[src/rtl/lcc_pkg.sv]
// Shared constants, types and helpers for the LRU chunk cache lookup.
`timescale 1ns / 1ps

package lcc_pkg;

    // Cache geometry.
    localparam int NUM_SLOTS     = 16;
    localparam int CHUNK_BYTES   = 4096;
    localparam int POSITION_BITS = 48;

    // Port field widths.
    localparam int POS_W   = 48;
    localparam int SLOT_W  = 4;

    // Derived widths. CHUNK_BYTES is a power of two, so the offset is a bit field.
    localparam int SLOT_BITS   = (NUM_SLOTS > 1) ? $clog2(NUM_SLOTS) : 1;
    localparam int OFFSET_BITS = $clog2(CHUNK_BYTES);
    localparam int USED_BITS   = (POSITION_BITS < POS_W) ? POSITION_BITS : POS_W;
    localparam int TAG_BITS    = USED_BITS - OFFSET_BITS;
    localparam int SLOT_WIDE_W = (SLOT_BITS > SLOT_W) ? SLOT_BITS : SLOT_W;

    typedef logic [SLOT_BITS-1:0] slot_t;
    typedef logic [TAG_BITS-1:0]  tag_t;

    // One entry of the recency list: the slot, its validity and its chunk tag.
    typedef struct packed {
        slot_t slot;
        logic  valid;
        tag_t  tag;
    } entry_t;

    // Chunk tag of a byte position: the used bits above the chunk offset.
    function automatic tag_t tag_of(input logic [POS_W-1:0] pos);
        return pos[USED_BITS-1:OFFSET_BITS];
    endfunction

    // Byte position of the chunk boundary for a tag.
    function automatic logic [POS_W-1:0] base_of(input tag_t tag);
        logic [POS_W-1:0] base;
        base = '0;
        base[USED_BITS-1:OFFSET_BITS] = tag;
        return base;
    endfunction

    // Low bits of a slot index as carried on the result port.
    function automatic logic [SLOT_W-1:0] slot_field(input slot_t slot);
        logic [SLOT_WIDE_W-1:0] wide;
        wide = '0;
        wide[SLOT_BITS-1:0] = slot;
        return wide[SLOT_W-1:0];
    endfunction

endpackage

[src/rtl/lcc_cell.sv]
// One position of the recency list: holds an entry, compares its tag, shifts on demand.
`timescale 1ns / 1ps

module lcc_cell (
    input  logic                  clk,
    input  logic                  rst_n,
    input  lcc_pkg::slot_t        reset_slot,
    input  logic                  shift_en,
    input  lcc_pkg::entry_t       entry_in,
    input  lcc_pkg::tag_t         probe_tag,
    output lcc_pkg::entry_t       entry_out,
    output logic                  match
);
    import lcc_pkg::*;

    slot_t slot_reg;
    logic  valid_reg;
    tag_t  tag_reg;

    // Slot number and valid flag: identity order, all invalid after reset.
    always_ff @(posedge clk or negedge rst_n)
    begin
        if (!rst_n)
        begin
            slot_reg  <= reset_slot;
            valid_reg <= 1'b0;
        end
        else if (shift_en)
        begin
            slot_reg  <= entry_in.slot;
            valid_reg <= entry_in.valid;
        end
    end

    // Tag storage; only meaningful once the entry is valid.
    always_ff @(posedge clk)
    begin
        if (shift_en)
        begin
            tag_reg <= entry_in.tag;
        end
    end

    // Local tag compare against the incoming chunk.
    assign match = valid_reg && (tag_reg == probe_tag);

    assign entry_out.slot  = slot_reg;
    assign entry_out.valid = valid_reg;
    assign entry_out.tag   = tag_reg;

endmodule

[src/rtl/lru_chunk_cache_lookup.sv]
// Top level of the fully associative chunk cache tag lookup with true LRU order.
`timescale 1ns / 1ps
//
//  Channel  | Handshake                 | Fields
//  ---------+---------------------------+----------------------------------------
//  input    | in_valid / in_ready       | byte_position[47:0]
//  result   | out_valid / out_ready     | slot_number[3:0], was_hit, aligned_base[47:0]
//
// Each word is looked up and the recency list updated in the cycle it is accepted;
// its result appears in the output register on the next cycle.
// One word per cycle is sustained while results are taken; the parallel tag compare
// across the cell row and the one-step shift of the row set that figure.
// After reset all slots are invalid and the list holds slot i at position i.
// A result that is not taken holds the output register and stops new input words.

module lru_chunk_cache_lookup (
    input  logic                          clk,
    input  logic                          rst_n,
    input  logic                          in_valid,
    output logic                          in_ready,
    input  logic [lcc_pkg::POS_W-1:0]     byte_position,
    output logic                          out_valid,
    input  logic                          out_ready,
    output logic [lcc_pkg::SLOT_W-1:0]    slot_number,
    output logic                          was_hit,
    output logic [lcc_pkg::POS_W-1:0]     aligned_base
);
    import lcc_pkg::*;

    tag_t                     probe_tag;
    logic                     accept;
    logic [NUM_SLOTS-1:0]     match;
    logic [NUM_SLOTS-1:0]     shift_en;
    entry_t                   cell_out [NUM_SLOTS];
    entry_t                   cell_in  [NUM_SLOTS];
    entry_t                   front;
    logic                     hit;
    slot_t                    hit_slot;

    logic                     out_valid_reg;
    logic                     out_valid_next;
    logic [SLOT_W-1:0]        slot_number_reg;
    logic                     was_hit_reg;
    logic [POS_W-1:0]         aligned_base_reg;

    assign probe_tag = tag_of(byte_position);
    assign in_ready  = !out_valid_reg || out_ready;
    assign accept    = in_valid && in_ready;
    assign hit       = |match;

    // Slot of the matching cell; valid slots never share a tag, so at most one matches.
    always_comb
    begin
        hit_slot = '0;
        for (int i = 0; i < NUM_SLOTS; i++)
        begin
            hit_slot = hit_slot | (match[i] ? cell_out[i].slot : slot_t'(0));
        end
    end

    // Entry that moves to the front: the hit entry, or the oldest one retagged.
    always_comb
    begin
        front.slot  = hit ? hit_slot : cell_out[NUM_SLOTS-1].slot;
        front.valid = 1'b1;
        front.tag   = probe_tag;
    end

    // A cell shifts when the promoted entry sits at its position or behind it.
    always_comb
    begin
        for (int k = 0; k < NUM_SLOTS; k++)
        begin
            shift_en[k] = accept && (!hit || (|(match >> k)));
        end
    end

    // Row of cells, each fed by its neighbor toward the front.
    genvar g;
    generate
        for (g = 0; g < NUM_SLOTS; g++)
        begin : g_cell
            if (g == 0)
            begin : g_head
                assign cell_in[g] = front;
            end
            else
            begin : g_body
                assign cell_in[g] = cell_out[g-1];
            end

            lcc_cell u_cell (
                .clk        (clk),
                .rst_n      (rst_n),
                .reset_slot (slot_t'(g)),
                .shift_en   (shift_en[g]),
                .entry_in   (cell_in[g]),
                .probe_tag  (probe_tag),
                .entry_out  (cell_out[g]),
                .match      (match[g])
            );
        end
    endgenerate

    // Output word valid flag.
    always_comb
    begin
        out_valid_next = out_valid_reg;
        if (accept)
        begin
            out_valid_next = 1'b1;
        end
        else if (out_ready)
        begin
            out_valid_next = 1'b0;
        end
    end

    always_ff @(posedge clk or negedge rst_n)
    begin
        if (!rst_n)
        begin
            out_valid_reg <= 1'b0;
        end
        else
        begin
            out_valid_reg <= out_valid_next;
        end
    end

    // Output word payload, loaded on each accepted input word.
    always_ff @(posedge clk)
    begin
        if (accept)
        begin
            slot_number_reg  <= slot_field(front.slot);
            was_hit_reg      <= hit;
            aligned_base_reg <= base_of(probe_tag);
        end
    end

    assign out_valid    = out_valid_reg;
    assign slot_number  = slot_number_reg;
    assign was_hit      = was_hit_reg;
    assign aligned_base = aligned_base_reg;

endmodule

[config.mk]
export PLATFORM = sky130hd
export DESIGN_NAME = lru_chunk_cache_lookup
export DESIGN_NICKNAME = d
export VERILOG_FILES = /design/src/rtl/lcc_pkg.sv /design/src/rtl/lcc_cell.sv /design/src/rtl/lru_chunk_cache_lookup.sv
export SDC_FILE = /design/constraint.sdc
export NUM_CORES = 1
export LEC_CHECK = 0
export BUFFER_PORTS_ARGS = -buffer_cell sky130_fd_sc_hd__buf_2
export CAP_MARGIN = 20
export CORE_ASPECT_RATIO = 1.25
export CORE_MARGIN = 2
export CORE_UTILIZATION = 56
export CTS_CLUSTER_SIZE = 24
export DETAILED_ROUTE_END_ITERATION = 10
export PLACE_DENSITY = 0.76
export SYNTH_ARGS = -nofsm -noshare
export SYNTH_HDL_FRONTEND = slang
export SYNTH_SLANG_ARGS = --single-unit
[constraint.sdc]
create_clock -name clk -period 3.8 [get_ports clk]
set_input_delay 0.19 -clock clk [delete_from_list [all_inputs] [get_ports clk]]
set_output_delay 0.19 -clock clk [all_outputs]
set_load 0.02 [all_outputs]
## After elaboration in Yosys (flattened, before gate mapping)

Index checks and enable logic that the tools add are counted.

| word-level totals | value |
|---|---|
| logic and storage cells | 167 |
| input bits | 52 |
| output and inout bits | 55 |
| register bits | 662 |

| cells by class | value |
|---|---|
| reductions and logical operators | 66 |
| muxes and demuxes | 19 |
| eq/ne operators | 16 |
| bitwise gates (word level) | 15 |

Operator list:

| cell | number |
|---|---|
| == test 36 bit | 16 |
| two-way mux 4 bit | 17 |
| bitwise OR 4 bit | 15 |
| logical AND 1 bit | 32 |
| logical OR 1 bit | 16 |
| OR reduction 16 bit | 1 |
| OR reduction 15 bit | 1 |
| OR reduction 14 bit | 1 |
| OR reduction 13 bit | 1 |
| OR reduction 12 bit | 1 |
| OR reduction 11 bit | 1 |
| OR reduction 10 bit | 1 |
| OR reduction 9 bit | 1 |
| OR reduction 8 bit | 1 |
| OR reduction 7 bit | 1 |
| OR reduction 6 bit | 1 |
| OR reduction 5 bit | 1 |
| OR reduction 4 bit | 1 |
| OR reduction 3 bit | 1 |
| zero test 1 bit | 2 |
| two-way mux 1 bit | 2 |
| nonzero test 2 bit | 1 |
| OR reduction 2 bit | 1 |

## Longest topological paths before layout

| depth | value |
|---|---|
| depth after elaboration | 19 |
| depth in mapped cells | 11 |
| gate-level depth less buffers | 9 |

## Worst setup path before layout

No wires, ideal clock.

| timing path | value |
|---|---|
| kind | register to register |
| start point | register out_valid_reg (netlist: out_valid) |
| end point | register g_cell[15].u_cell.tag_reg[0], enable pin |
| slack | -0.164 ns |
| stages on the path, launching flop included | 7 |
| clock period less this slack | 3.964 ns |
| required time | 3.409 ns |
| data arrival time | 3.574 ns |
| setup time | 0.391 ns |
| buffers on the path | 1 |
| cell sequence | dfrtp_1 nand2b_1 nand2_1 inv_1 clkbuf_1 nand2_1 inv_1 |

| between the ends | value |
|---|---|
| word-level cells in the longest chain between the ends | 4 |

Ends and longest elaborated chain:

| what | RTL line | source |
|---|---|---|
| start: declaration | lru_chunk_cache_lookup.sv:40 | `logic out_valid_reg;` |
| start signal: assignment | lru_chunk_cache_lookup.sv:127 | `out_valid_reg <= out_valid_next;` |
| zero test 1 bit | lru_chunk_cache_lookup.sv:47 | `assign in_ready = !out_valid_reg \|\| out_ready;` |
| logical OR 1 bit | lru_chunk_cache_lookup.sv:47 |  |
| via in_ready | lru_chunk_cache_lookup.sv:20 | `output logic in_ready,` |
| logical AND 1 bit | lru_chunk_cache_lookup.sv:48 | `assign accept = in_valid && in_ready;` |
| via accept | lru_chunk_cache_lookup.sv:31 | `logic accept;` |
| logical AND 1 bit | lru_chunk_cache_lookup.sv:74 | `shift_en[k] = accept && (!hit \|\| (\|(match >> k)));` |
| via g_cell[15].u_cell.shift_en | lcc_cell.sv:8 | `input logic shift_en,` |
| end signal: assignment | lcc_cell.sv:40 | `tag_reg <= entry_in.tag;` |
| end: declaration | lcc_cell.sv:18 | `tag_t tag_reg;` |

The timed path passes the listed nets, and every way through them passes these cells.
A chain may end at the register's enable or synchronous reset.

## Worst setup path in the final report

| timing path | value |
|---|---|
| start point | register g_cell[0].u_cell.tag_reg[26] |
| end point | register g_cell[6].u_cell.tag_reg[16], enable pin |

| between the ends | value |
|---|---|
| word-level cells in the longest chain between the ends | 6 |

Ends and longest elaborated chain:

| what | RTL line | source |
|---|---|---|
| start: declaration | lcc_cell.sv:18 |  |
| start signal: assignment | lcc_cell.sv:40 |  |
| == test 36 bit | lcc_cell.sv:45 | `assign match = valid_reg && (tag_reg == probe_tag);` |
| logical AND 1 bit | lcc_cell.sv:45 |  |
| OR reduction 16 bit | lru_chunk_cache_lookup.sv:49 | `assign hit = \|match;` |
| zero test 1 bit | lru_chunk_cache_lookup.sv:74 |  |
| logical OR 1 bit | lru_chunk_cache_lookup.sv:74 |  |
| logical AND 1 bit | lru_chunk_cache_lookup.sv:74 |  |
| via g_cell[6].u_cell.shift_en | lcc_cell.sv:8 |  |
| end signal: assignment | lcc_cell.sv:40 |  |
| end: declaration | lcc_cell.sv:18 |  |

The timed path passes the listed nets, and every way through them passes these cells.

==> flow_metrics.tcl <==
set metrics [dict create \
    cts_setup_buffers 0 \
    cp_max_fo 36 \
    setup_viol 0 \
    die_w_um 212 \
    final_area_um2 35000 \
    core_area_um2 53600 \
    fin_ws_ns 0.286 \
    largest_reg_flops 576 \
    finalClockSkew_ns 0.0267 \
    viasPerCell 6.19 \
    place_congestion 1.04 \
    synth.distinct_cells 77 \
    drtIter0Drc 1616 \
    layout.cells.non_filler 3067 \
    grt_pass1_vias 20000 \
    cts_max_level 3 \
    wl_um 93300 \
    dpl_worst_slack_ns 0.227 \
    syn2layout_area_growth_pct 15.8 \
    slew_headroom_pct 46.5 \
    drive_above_1_share_pct 20.7 \
    switchingPower_mw 4.66 \
    status "finished clean" \
    swShare_pct 25.5 \
    synth_warnings 0 \
    wl_per_cell_um 30.4 \
    synth_compound_area_share_pct 2.57 \
    rsz0062_at_grt "false" \
    initial_core_util_pct 56.4 \
    synth-xor-area-share_pct 15.5 \
    route.detailed.drc 0 \
    vias 19000 \
    die-height_um 264 \
    period_share_pct 92.5 \
    yosysSeqAreaShare_pct 64.5 \
    worst_hold_slack_ns 0.0229 \
    leakagePower_nw 12.0 \
    irDropWorstVdd_mv 0.448 \
    synthTopCellsByArea "edfxtp_1, xnor2_1, xor2_1, dfrtp_1, nand4_1" \
    cts_tree "done" \
    grt_pass1_wl_um 134000 \
    max_freq_ghz 0.285 \
    synthCells 2070 \
    cts.sinks 662 \
    holdCritPathClass "in2reg" \
    cts_buffers 67 \
    async_reset_ff_share_pct 12.2 \
    crit_arrival_ns 3.87 \
    mostFrequentLayoutCells "edfxtp_1, xnor2_1, xor2_1" \
    synth_area_um2 30200 \
    comb_power_share_pct 11.7 \
    period_needed_ns 3.51 \
    slew_violations 0 \
    clk_latency_ns 0.62 \
    cp-end-kind "flip-flop" \
    hold_viol_final 0 \
    crit_type "reg2reg" \
    synthMuxAreaShare_pct 2.84 \
    fp-row-count 95 \
    place_inst 2927 \
    synth_seq_cells 662 \
    top_level_ports 107 \
    maxCapViolCount 0 \
    worstPathRequired_ns 4.16 \
    synth-simple-area-share_pct 11.4 \
    r2r_slack_ns 0.29 \
    layout_commonest_cell "edfxtp_1" \
    dpl.hpwl_um 71700 \
    grt.total_usage_pct 34.1 \
    max-clock-path-buffers 3 \
    synth_edf_count 581 \
    die-area_um2 55900 \
    clkTransAtPathRegs_ns 0.06 \
    internal_power_mw 13.6 \
    finalSetupTns_ns 0 \
    slowest_delay_ns 0.65 \
    drtAntennaViolNets 0 \
    first_pass_iters 6 \
    avgSynthCellArea_um2 14.6 \
    worst_pin_slew_ns 0.800 \
    nNetsFinal 2338 \
    root_buffer "clkbuf_16" \
    synthAdderAreaFrac_pct 0 \
    power_density_nw_per_um2 522 \
    cp_cell_sequence "xnor2_1, nand3_1, or4b_2, nor3_1, buf_4, a2111oi_0, a311oi_4, a21o_2, inv_1, buf_12" \
    synth_top_area_share_pct 57.7 \
    overflow 0 \
    synth_top_family_by_area "XOR/XNOR gates" \
    clkPwrFrac_pct 37.5 \
    seqPwrFrac_pct 50.7 \
    grt_max_degree 82 \
    synth_ff_type "edfxtp_1" \
    n_antenna_cell 0 \
    synth_top_area_cell "edfxtp_1" \
    io_buffers 82 \
    cp-start-kind "flip-flop" \
    antenna_found_initial 1 \
    postPlaceCellArea_um2 32600 \
    cp_slowest_cell "or4b_2" \
]
## Yosys cell counts, types with 7 or more instances
| master | instances |
|---|---|
| a22o_1 | 10 |
| a22oi_1 | 9 |
| and3_1 | 7 |
| buf_2 | 52 |
| buf_4 | 67 |
| dfrtp_1 | 49 |
| dfstp_2 | 32 |
| edfxtp_1 | 581 |
| inv_1 | 34 |
| mux2_2 | 70 |
| nand2_1 | 31 |
| nand2b_1 | 82 |
| nand3_1 | 45 |
| nand4_1 | 165 |
| nand4b_1 | 10 |
| nor2_1 | 13 |
| nor3_1 | 22 |
| nor4_1 | 108 |
| nor4b_1 | 10 |
| o2111ai_1 | 10 |
| o21ai_0 | 7 |
| or4_1 | 16 |
| xnor2_1 | 338 |
| xor2_1 | 198 |
## through the flow
step,total power [mW],util [%]
global route,18.7,65.3
CTS,18.3,65.2
finish,18.3,65.3
floorplan,10.5,-
detailed placement,11.5,60.7
global placement,11.4,60.7
## power groups by stage
| stage | logic (mW) | clock network [mW] | registers [mW] |
|---|---|---|---|
| 6_report | 2.15 | 6.86 | 9.27 |
| 5_1_grt | 2.26 | 7.15 | 9.34 |
| 4_1_cts | 2.11 | 6.89 | 9.26 |
| 3_5_place_dp | 2.09 | 0 | 9.41 |
| 3_3_place_gp | 2.04 | 0 | 9.38 |
| 2_1_floorplan | 1.35 | 0 | 9.17 |
## path summary, 6_finish.rpt
| check | endpoint | depth (start not counted) | from |
|---|---|---|---|
| worst min register to register | g_cell[6].u_cell.tag_reg[20]$_DFFE_PP_ | 0 | g_cell[5].u_cell.tag_reg[20]$_DFFE_PP_ |
| worst min-delay path | g_cell[0].u_cell.tag_reg[21]$_DFFE_PP_ | 1 | byte_position[33] |
| max in group asynchronous | g_cell[11].u_cell.slot_reg[3]$_DFFE_PN1P_ | 4 | rst_n |
| worst max-delay path | g_cell[6].u_cell.tag_reg[16]$_DFFE_PP_ | 10 | g_cell[0].u_cell.tag_reg[26]$_DFFE_PP_ |
| worst max register to register | g_cell[6].u_cell.tag_reg[16]$_DFFE_PP_ | 10 | g_cell[0].u_cell.tag_reg[26]$_DFFE_PP_ |
| min in group asynchronous | g_cell[13].u_cell.slot_reg[1]$_DFFE_PN0P_ | 3 | rst_n |
## area by class of cell
| cell class | instances | area, µm² |
|---|---|---|
| flip-flops and latches | 662 | 19500 |
| clock inverters | 37 | 419 |
| well taps | 727 | 910 |
| repair buffers | 263 | 2360 |
| clock buffers | 86 | 1850 |
| fillers | 3831 | 18600 |
| multi-input cells | 1257 | 9830 |
| inverters | 35 | 131 |
## repair_timing
item                       CTS  global route
hold buffers                14             2
setup endpoints to repair    0             0
hold endpoints to repair    61             4
gates resized for setup      0             0
## worst max-delay path: cells and delay by family, from the launching register on
family | cells | cell delay, ns
AOI/OAI and AO/OA | 3 | 0.75
xor gates and xnor gates | 1 | 0.64
buffers and inverters | 3 | 0.45
DFF | 1 | 0.45
and+or+nand+nor | 3 | 0.94
## cells by family (layout without fill, tap and decap cells)
kind of cell | count (synthesis) | after routing
mux | 76 | 76
flops | 662 | 662
simple gates | 549 | 549
compound gates | 84 | 84
buf+inv | 162 | 421
other cells | 1 | 12
xor+xnor | 536 | 536
## per-layer routing
metal	up-vias	wire length, µm	track usage, %	share of wire, %
met3	363	6020	5.59	6.5
met4	0	8870	28.1	9.5
met2	998	47800	59.5	51
met5	-	0	0	0
li1	8191	-	-	-
met1	9441	30600	35.9	33
Power figures use the tool's default switching activity.
